## config.mk

```make
export PLATFORM = sky130hd
export DESIGN_NAME = skvt_ram
export DESIGN_NICKNAME = d
export VERILOG_FILES = /design/src/design/skvt_ram.sv
export SDC_FILE = /design/constraint.sdc
export NUM_CORES = 1
export LEC_CHECK = 0
export BUFFER_PORTS_ARGS = -buffer_cell sky130_fd_sc_hd__buf_4
export CAP_MARGIN = 0
export CORE_ASPECT_RATIO = 0.5
export CORE_UTILIZATION = 55
export CTS_CLUSTER_SIZE = 30
export DETAILED_ROUTE_END_ITERATION = 8
export GPL_TIMING_DRIVEN = 0
export PLACE_DENSITY_LB_ADDON = 0.3
export SLEW_MARGIN = 10
export SYNTH_ARGS = -nofsm -noshare
export SYNTH_HDL_FRONTEND = slang
export SYNTH_SLANG_ARGS = --single-unit
```

## constraint.sdc

```tcl
create_clock -name clk -period 2.5 [get_ports clk]
set_input_delay 0.125 -clock clk [delete_from_list [all_inputs] [get_ports clk]]
set_output_delay 0.125 -clock clk [all_outputs]
set_load 0.005 [all_outputs]
```

## src/design/skvt_ram.sv

```systemverilog
// ----------------------------------------------------------------------------
// skvt_ram
// Simple dual-port RAM: one write port, one read port, registered read.
// ----------------------------------------------------------------------------
`default_nettype none

module skvt_ram #(
	parameter int WIDTH = 8,
	parameter int DEPTH = 16
) (
	input  wire logic                     clk,
	input  wire logic                     we,
	input  wire logic [$clog2(DEPTH)-1:0] waddr,
	input  wire logic [WIDTH-1:0]         wdata,
	input  wire logic [$clog2(DEPTH)-1:0] raddr,
	output logic      [WIDTH-1:0]         rdata
);

	logic [WIDTH-1:0] mem_q [DEPTH];

	always_ff @(posedge clk) begin
		if (we) begin
			mem_q[waddr] <= wdata;
		end
		rdata <= mem_q[raddr];
	end

endmodule

`default_nettype wire

```

==> results.json, run 1 <==
{
  "critical_path_peak_fanout": 1,
  "grt_max_degree": 17,
  "max_freq_ghz": 0.661,
  "hold_path_class": "primary input to flip-flop",
  "dr_wl_met3_um": 907,
  "syn2layout_area_growth_pct": 19.1,
  "yosysWarningCount": 0,
  "ios": 26,
  "cts_num_sinks": 136,
  "power_leakage_nw": 2.08,
  "htreeDepth": 4,
  "cts_hold_buf": 0,
  "timing.final.crit_share_pct": 60.5,
  "finalClockSkew_ns": 0.00710,
  "die_area_sq_um": 9770,
  "yosysSeqAreaShare_pct": 77.8,
  "r2r-start": "mem_q[9][1]$_DFFE_PP_",
  "rsz0062_at_grt": "false",
  "portBuffers": 24,
  "synth_area_leaders": "edfxtp_1 (75%), mux4_2 (7.9%), mux4_1 (7.1%)",
  "setup_viol": 0,
  "cp-start-kind": "flip-flop",
  "synth_seq_cells": 136,
  "route.detailed.drc": 0,
  "critPathBufInv": 0,
  "post_cts_buffers": 0,
  "grt_pass1_vias": 2520,
  "fin_setup_tns_ns": 0,
  "synth_flop_cell": "edfxtp_1",
  "syn_avg_cell_area_sq_um": 22.5,
  "gp_congestion": 0.802,
  "cp_slowest_cell": "mux4_1",
  "reg2reg_setup_slack_ns": 0.99,
  "synth_most_common_cell": "edfxtp_1",
  "vias_per_cell": 6.09,
  "critPathMaxStageDelay_ns": 0.54,
  "fp.dieH_um": 70.4,
  "routedWlPerCell_um": 24.6,
  "stdcell_area_sq_um": 6130,
  "antenna_found_initial": 0,
  "clock_latency_ns": 0.41,
  "drt-met1-wl_um": 4100,
  "r2r_cells": 3,
  "required_ns": 2.78,
  "period_minus_slack_ns": 1.51,
  "antenna_left": 0,
  "dr.pass1.iters": 5,
  "fin_ws_ns": 0.988,
  "syn_inst": 229,
  "drt_iter0_markers": 214,
  "syn_nets": 247,
  "synth_edf_count": 128,
  "cts_buffers": 17,
  "power_density_nw_per_um2": 898,
  "netlist.top_cell.by_area": "edfxtp_1",
  "route.vias.total": 2448,
  "worst_pin_slew_ns": 0.822,
  "nFillCells": 520,
  "hold_violations": 0,
  "crit_path_end_kind": "flip-flop",
  "tritoncts": "yes",
  "rr_endpoint": "rdata[1]$_DFF_P_",
  "min_from": "wdata[4]",
  "grt_pass1_wl_um": 14900,
  "cp_data_arrival_time_ns": 1.79,
  "critPathTopFamily": "multiplexers",
  "grtUsageTotal_pct": 22.9,
  "maxSlewViolCount": 0,
  "crit_type": "flip-flop to flip-flop",
  "antennaDiodeCount": 0,
  "routed_wl_um": 9890,
  "yosysUniqueCellTypes": 19,
  "ctsResizeCount": 0,
  "syn_area_sq_um": 5150,
  "cp_cell_sequence": "mux4_1 > a22oi_1 > nand2_1",
  "drive_gt1_share_pct": 29.8,
  "clockBufferDepth": 2,
  "drv_cap": 0,
  "final_nets": 290,
  "routed-wl-met2_um": 4700,
  "highest_layer": "met4",
  "status": "complete, no violations",
  "async_reset_ff_share_pct": 0,
  "dieWidth_um": 139,
  "grt_overflow": 0,
  "yosysTopAreaCellShare_pct": 74.7,
  "hold_end": "mem_q[9][4]$_DFFE_PP_",
  "relSlewSlack_pct": 45.0,
  "pre_cts_slack_ns": 0.424,
  "peakVddDrop_v": 0.000644,
  "synth.cells.most_frequent": "edfxtp_1 (128), mux4_2 (18), a22oi_1 (16), mux4_1 (14), nor2_1 (13)",
  "num_rows": 24,
  "hpwl_um": 6200,
  "coreArea_sq_um": 8890,
  "place_area_sq_um": 5470,
  "root_buffer": "clkbuf_16",
  "hold_path_depth": 1,
  "start_util_pct": 57.9,
  "clk_pin_slew_ns": 0.06
}
==> worst max-delay path by stage <==
stage	from	to	slack, ns	depth (start not counted)
3_3_place_gp	waddr[2]	mem_q[0][2]$_DFFE_PP_	0.38	3
4_1_cts	waddr[2]	mem_q[0][2]$_DFFE_PP_	0.87	3
6_report	mem_q[9][1]$_DFFE_PP_	rdata[1]$_DFF_P_	0.99	3
5_1_grt	mem_q[10][2]$_DFFE_PP_	rdata[2]$_DFF_P_	0.93	3
3_5_place_dp	waddr[2]	mem_q[0][0]$_DFFE_PP_	0.42	3
2_1_floorplan	waddr[2]	mem_q[0][0]$_DFFE_PP_	0.88	2
==> final cells by class <==
class                           count  area (sq um)  share of cell area (%)
Tap cell                          117           146                    2.39
Sequential cell                   136          4000                    65.3
Clock inverter                      9           170                    2.77
Multi-Input combinational cell     83          1080                    17.6
Timing Repair Buffer               24           180                    2.94
Clock buffer                       23           468                    7.63
Buffer                             10          86.3                    1.41
==> kinds of logic after synthesis <==
group,Yosys count,share of synthesized area [%]
buf+inv,10,1.68
compound gates,16,2.33
mux,32,15.0
simple gates,35,3.18
flops,136,77.8
==> report_power, final <==
part / internal [W] / total, W / switching, W
combinational: 0.000116 / 0.000259 / 0.000142
sequential: 0.00255 / 0.00256 / 0.0000138
clock: 0.00182 / 0.00268 / 0.000866
==> cells in the final DEF, fill, tap and decap left out <==
master             n
clkbuf_8           2
bufinv_16          5
buf_2              3
nand2b_1           2
nor2b_1            1
buf_4             25
nand3b_1           2
and2_1             1
nand2_1            9
clkdlybuf4s25_2    3
or3b_2             1
nand3_1            1
mux4_2            18
nor3_2             4
dfxtp_1            8
and2b_1            1
clkbuf_1           4
mux4_1            14
edfxtp_1         128
clkinv_2           4
nor2_1            13
buf_6              3
clkbuf_16         17
a22oi_1           16
==> registers in the layout (all words and copies together), names as in the netlist <==
signal / count
mem_q: 128
rdata: 8
==> per-stage QoR <==
stage	hold WS, ns	util, %	total power (W)	cells
floorplan	0.224	-	0.00274	229
global placement	0.430	61.6	0.00285	370
detailed placement	0.449	61.6	0.00286	370
CTS	0.0162	68.8	0.00552	402
global route	0.0212	69.0	0.00565	402
finish	0.0389	69.0	0.00550	402
==> routing by layer <==
layer | track usage (%) | vias up
met5 | 0 | -
met4 | 9.38 | 0
met3 | 8.85 | 15
met2 | 35.1 | 111
met1 | 29.6 | 1261
li1 | - | 1061
Power figures use the tool's default switching activity.
==> run 2, diff against run 1 <==
==> constraint.sdc (replaced) <==
create_clock -name clk -period 1.5 [get_ports clk]
set_input_delay 0.075 -clock clk [delete_from_list [all_inputs] [get_ports clk]]
set_output_delay 0.075 -clock clk [all_outputs]
set_load 0.005 [all_outputs]
==> run 2 against run 1 <==
  * Sequential cell count unchanged
  * Wire length rose by 2.8%
  * The run now ends with DRC left
  * Worst hold slack worse by 0.0095 ns
  * Largest cell class unchanged
  * Register-to-register slack got worse by 0.93 ns
  * Clock power rose by 65%
  * Count of clock-buffer cells in the layout unchanged
  * Clock skew down 0.00064 ns
  * Die area stayed put
  * Non-clock buffer count increased by 6
  * Core utilization is 0.72 points higher
  * First-iteration DRC count up 20%
  * Maximum frequency is 4.6% higher
==> results.json, run 2 (synthesized netlist as in run 1, its figures left out) <==
{
  "reg.largest.list": "mem_q: 128 flops, rdata: 8 flops",
  "cp_slowest_cell": "mux4_1",
  "grt_overflow": 0,
  "htreeDepth": 4,
  "grt_pass1_vias": 2572,
  "r2r_cells": 3,
  "largest_reg_flops": 128,
  "cts_num_sinks": 136,
  "finalClockSkew_ns": 0.00646,
  "die_area_sq_um": 9770,
  "seqPwrFrac_pct": 46.8,
  "maxSlewViolCount": 0,
  "switching_power_w": 0.00175,
  "final_nets": 296,
  "dieWidth_um": 139,
  "power_density_nw_per_um2": 1480,
  "hold_violations": 0,
  "hold_path_class": "primary input to flip-flop",
  "pwr-share-comb_pct": 4.9,
  "route.vias.total": 2527,
  "critPathBufInv": 0,
  "clockBufferDepth": 2,
  "routed_wl_um": 10200,
  "setup_viol": 0,
  "critical_path_cell_count": 3,
  "pre_cts_slack_ns": -0.409,
  "dr.pass1.iters": 7,
  "violations": "DRC",
  "power_leakage_nw": 2.10,
  "most-common-layout-cells": "edfxtp_1 (128), buf_4 (25), mux4_2 (18)",
  "swShare_pct": 19.1,
  "cp-start-kind": "flip-flop",
  "start_util_pct": 57.9,
  "critPathMaxStageDelay_ns": 0.54,
  "critPathTopFamily": "multiplexers",
  "crit_start": "mem_q[10][1]$_DFFE_PP_",
  "root_buffer": "clkbuf_16",
  "crit_type": "flip-flop to flip-flop",
  "cts_buffers": 17,
  "largest-register": "mem_q",
  "relSlewSlack_pct": 24.3,
  "rsz0062_at_grt": "false",
  "period_minus_slack_ns": 1.45,
  "ios": 26,
  "whs_ns": 0.0293,
  "timing.final.crit_share_pct": 96.3,
  "critical_path_peak_fanout": 1,
  "clock_latency_ns": 0.42,
  "antenna_left": 0,
  "hpwl_um": 6060,
  "syn2layout_area_growth_pct": 20.4,
  "gp_congestion": 0.777,
  "drt_iter0_markers": 257,
  "grt_pass1_wl_um": 15300,
  "required_ns": 1.79,
  "tritoncts": "yes",
  "routedWlPerCell_um": 24.9,
  "portBuffers": 24,
  "cp-endpoint": "rdata[1]$_DFF_P_",
  "antennaDiodeCount": 0,
  "coreArea_sq_um": 8890,
  "route.detailed.drc": 2,
  "intPower_w": 0.00740,
  "antenna_found_initial": 0,
  "peakVddDrop_v": 0.00120,
  "drive_gt1_share_pct": 30.2,
  "reg2reg_setup_slack_ns": 0.05,
  "worst_pin_slew_ns": 1.13,
  "cp_cell_sequence": "mux4_1 > a22oi_2 > nand2_1",
  "vias_per_cell": 6.19,
  "r2r-start": "mem_q[10][1]$_DFFE_PP_",
  "grtUsageTotal_pct": 23.3,
  "grt_max_degree": 17,
  "status": "complete, but fails checks",
  "clkPwrFrac_pct": 48.4,
  "cp_data_arrival_time_ns": 1.73,
  "fp.dieH_um": 70.4,
  "num_rows": 24,
  "layout_commonest_cell": "edfxtp_1",
  "max_freq_ghz": 0.692,
  "fin_ws_ns": 0.0548,
  "rr_endpoint": "rdata[1]$_DFF_P_",
  "drv_cap": 0,
  "clk_pin_slew_ns": 0.05,
  "crit_path_end_kind": "flip-flop"
}
## run 2: cell count changes in the layout (fill, tap and decap cells not counted), sizes merged
cell / previous run / this run
dlygate4sd3: 0 / 6
bufinv: 5 / 4
clkinv: 4 / 5
## run 2: power by group through the flow
stage / Combinational [W] / Sequential, W / Clock [W]
final: 0.000447 / 0.00427 / 0.00442
after global routing: 0.000471 / 0.00428 / 0.00460
after CTS: 0.000442 / 0.00428 / 0.00446
after detailed placement: 0.000424 / 0.00435 / 0
after global placement: 0.000412 / 0.00434 / 0
after floorplan: 0.000216 / 0.00435 / 0
## run 2: worst min path at each step
stage	slack, ns	startpoint	cells after the start	to
detailed placement	0.41	wdata[4]	1	mem_q[4][4]$_DFFE_PP_
global route	0.02	wdata[3]	1	mem_q[12][3]$_DFFE_PP_
finish	0.03	wdata[3]	1	mem_q[10][3]$_DFFE_PP_
floorplan	0.17	wdata[0]	0	mem_q[0][0]$_DFFE_PP_
global placement	0.39	wdata[0]	1	mem_q[7][0]$_DFFE_PP_
CTS	0.01	wdata[1]	1	mem_q[14][1]$_DFFE_PP_
## run 2: worst register-to-register path: stages, from the launching register on
cell and delay (ns):
edfxtp_1 0.36, mux4_1 0.54, a22oi_2 0.31, nand2_1 0.11
## run 2: per-stage QoR
step	cell area, sq um	TNS [ns]	total power [W]	utilization [%]	std cells
floorplan	5150	0	0.00456	-	229
global placement	5480	-11.81	0.00476	61.6	370
detailed placement	5480	-14.13	0.00477	61.6	370
CTS	6180	0	0.00917	69.5	408
global route	6200	0	0.00935	69.7	408
finish	6200	0	0.00914	69.7	408
## run 2: layer usage
metal	global-route usage, %	up-vias	part of all wire [%]	routed length (um)
li1	-	1076	-	-
met1	32.5	1341	43	4330
met2	35.5	98	48	4920
met3	6.24	12	7.7	786
met4	9.38	0	1.2	123
met5	0	-	0	0
## run 2: repair_timing
action | 4_1_cts | 5_1_grt
hold buffers | 6 | 0
hold endpoints to repair | 96 | 0
gates resized for setup | 1 | 2
setup buffers | 0 | 0
endpoints found under the setup margin | 1 | 2
## run 2: area by class of cell
| cell class | instances | area, sq um |
|---|---|---|
| sequential | 136 | 4000 |
| fill | 525 | 2690 |
| multi-input combinational | 83 | 1090 |
| clock buffer | 23 | 488 |
| timing repair buffer | 30 | 240 |
| tap | 117 | 146 |
| clock inverter | 9 | 144 |
| buffer | 10 | 86.3 |
==> run 3, diff against run 2 <==
--- a/config.mk
+++ b/config.mk
@@ -9,9 +9,11 @@
 export CAP_MARGIN = 0
 export CORE_ASPECT_RATIO = 0.5
 export CORE_UTILIZATION = 55
+export CTS_BUF_LIST = sky130_fd_sc_hd__clkbuf_4 sky130_fd_sc_hd__clkbuf_8
 export CTS_CLUSTER_SIZE = 30
 export DETAILED_ROUTE_END_ITERATION = 8
 export GPL_TIMING_DRIVEN = 0
+export MAX_ROUTING_LAYER = met4
 export PLACE_DENSITY_LB_ADDON = 0.3
 export SLEW_MARGIN = 10
 export SYNTH_ARGS = -nofsm -noshare
==> constraint.sdc (replaced) <==
create_clock -name clk -period 1.5 [get_ports clk]
set_input_delay 0.225 -clock clk [delete_from_list [all_inputs] [get_ports clk]]
set_output_delay 0.225 -clock clk [all_outputs]
set_load 0.005 [all_outputs]
==> run 3 against run 2 <==
  * The flow still finishes with violations (DRC)
  * Setup slack worse by 0.022 ns
  * Wire length down 6.1%
  * Clock skew up 0.0011 ns
  * Count of clock-buffer cells in the layout unchanged
  * Power down 12%
  * Sequential cell count unchanged
  * Clock power down 25%
  * Final area down 3.9%
  * Critical path depth unchanged
==> results.json, run 3 (synthesized netlist as in run 1, its figures left out) <==
{
  "largest-register": "mem_q",
  "rr_endpoint": "rdata[5]$_DFF_P_",
  "hpwl_um": 6060,
  "post_cts_buffers": 0,
  "portBuffers": 24,
  "violations": "DRC",
  "grt_overflow": 0,
  "drive_gt1_share_pct": 31.6,
  "drt_iter0_markers": 209,
  "drv_cap": 0,
  "antennaDiodeCount": 0,
  "relSlewSlack_pct": 44.7,
  "reg2reg_setup_slack_ns": 0.03,
  "clockBufferDepth": 2,
  "cts_num_sinks": 136,
  "cts_hold_buf": 0,
  "gp_congestion": 0.787,
  "critPathTopFamily": "multiplexers",
  "critical_path_peak_fanout": 1,
  "largest_reg_flops": 128,
  "cp_slowest_cell": "mux4_1",
  "power_density_nw_per_um2": 1350,
  "clock_latency_ns": 0.44,
  "pwr-share-comb_pct": 5.4,
  "clk_pin_slew_ns": 0.07,
  "final_nets": 290,
  "seqPwrFrac_pct": 53.2,
  "grt_max_degree": 17,
  "power_leakage_nw": 2.00,
  "place_area_sq_um": 5480,
  "cp-endpoint": "rdata[5]$_DFF_P_",
  "r2r_cells": 3,
  "status": "complete, but fails checks",
  "rsz0062_at_grt": "false",
  "grtUsageTotal_pct": 22.6,
  "start_util_pct": 57.9,
  "hold_violations": 0,
  "fp.dieH_um": 70.4,
  "antenna_left": 0,
  "critPathBufInv": 0,
  "antenna_found_initial": 0,
  "max_freq_ghz": 0.682,
  "cp_data_arrival_time_ns": 1.80,
  "grt_pass1_wl_um": 14500,
  "dr.pass1.iters": 7,
  "crit_path_end_kind": "flip-flop",
  "layout_commonest_cell": "edfxtp_1",
  "switching_power_w": 0.00157,
  "intPower_w": 0.00645,
  "finalClockSkew_ns": 0.00754,
  "worst_pin_slew_ns": 0.827,
  "coreArea_sq_um": 8890,
  "place_inst": 370,
  "tritoncts": "yes",
  "htreeDepth": 4,
  "swShare_pct": 19.6,
  "most-common-layout-cells": "edfxtp_1 (128), buf_4 (25), clkbuf_8 (21)",
  "critPathMaxStageDelay_ns": 0.54,
  "setup_viol": 0,
  "cp-start-kind": "flip-flop",
  "cp_cell_sequence": "mux4_1 > a22oi_1 > nand2_1",
  "crit_type": "flip-flop to flip-flop",
  "reg.largest.list": "mem_q: 128 flops, rdata: 8 flops",
  "die_area_sq_um": 9770,
  "syn2layout_area_growth_pct": 15.6,
  "root_buffer": "clkbuf_8",
  "clkPwrFrac_pct": 41.4,
  "ios": 26,
  "timing.final.crit_share_pct": 97.8,
  "dieWidth_um": 139,
  "routed_wl_um": 9540,
  "grt_pass1_vias": 2520,
  "routedWlPerCell_um": 23.7,
  "maxSlewViolCount": 0,
  "num_rows": 24,
  "cts_buffers": 17,
  "peakVddDrop_v": 0.000885,
  "stdcell_area_sq_um": 5950,
  "r2r-start": "mem_q[0][5]$_DFFE_PP_",
  "final_core_util_pct": 67.0,
  "critical_path_cell_count": 3,
  "route.detailed.drc": 2,
  "vias_per_cell": 6.09,
  "crit_start": "mem_q[0][5]$_DFFE_PP_",
  "hold_path_class": "primary input to flip-flop",
  "required_ns": 1.83,
  "period_minus_slack_ns": 1.47,
  "layout.cells.non_filler": 402,
  "route.vias.total": 2449
}
run 3: cell count changes in the layout (fill, tap and decap cells not counted), sizes merged:
cell,before,now
dlygate4sd3,6,0
run 3: how the worst min path moves through the flow:
stage,from,endpoint,cells after the start,slack [ns]
floorplan,wdata[0],mem_q[0][0]$_DFFE_PP_,0,0.32
global placement,wdata[0],mem_q[7][0]$_DFFE_PP_,1,0.54
detailed placement,wdata[4],mem_q[4][4]$_DFFE_PP_,1,0.56
CTS,wdata[4],mem_q[2][4]$_DFFE_PP_,1,0.09
global route,wdata[4],mem_q[2][4]$_DFFE_PP_,1,0.09
finish,wdata[4],mem_q[2][4]$_DFFE_PP_,1,0.10
run 3: through the flow:
| step | hold slack, ns | TNS [ns] | total power [W] | setup WS, ns |
|---|---|---|---|---|
| after floorplan | 0.324 | 0 | 0.00456 | 0.00885 |
| after global placement | 0.539 | -24.84 | 0.00476 | -0.487 |
| after detailed placement | 0.556 | -29.90 | 0.00477 | -0.559 |
| after CTS | 0.0866 | 0 | 0.00806 | 0.0212 |
| after global routing | 0.0909 | 0 | 0.00825 | 0.0156 |
| final | 0.101 | 0 | 0.00802 | 0.0331 |
run 3: area by class of cell:
class                   instances  area, sq um
repair buffers                 24          180
clock buffers                  23          304
fillers                       563         2940
flip-flops and latches        136         4000
well taps                     117          146
multi-input cells              83         1090
plain buffers                  10         86.3
clock inverters                 9          144
run 3: power groups by stage:
stage	Sequential [W]	Combinational, W	Clock, W
2_1_floorplan	0.00435	0.000216	0
3_3_place_gp	0.00434	0.000412	0
3_5_place_dp	0.00435	0.000424	0
4_1_cts	0.00427	0.000428	0.00337
5_1_grt	0.00427	0.000455	0.00352
6_report	0.00427	0.000429	0.00332
run 3: per-layer routing:
layer	vias up	GRT usage (%)	routed length (um)
met5	-	-	0
met3	13	6.79	770
met2	104	33.3	4560
met1	1279	30.4	4090
met4	0	8.27	120
li1	1053	-	-
run 3: timing repair:
action | in CTS | in global routing
pin swaps | 0 | 0
setup endpoints to repair | 9 | 9
gates resized for setup | 2 | 2
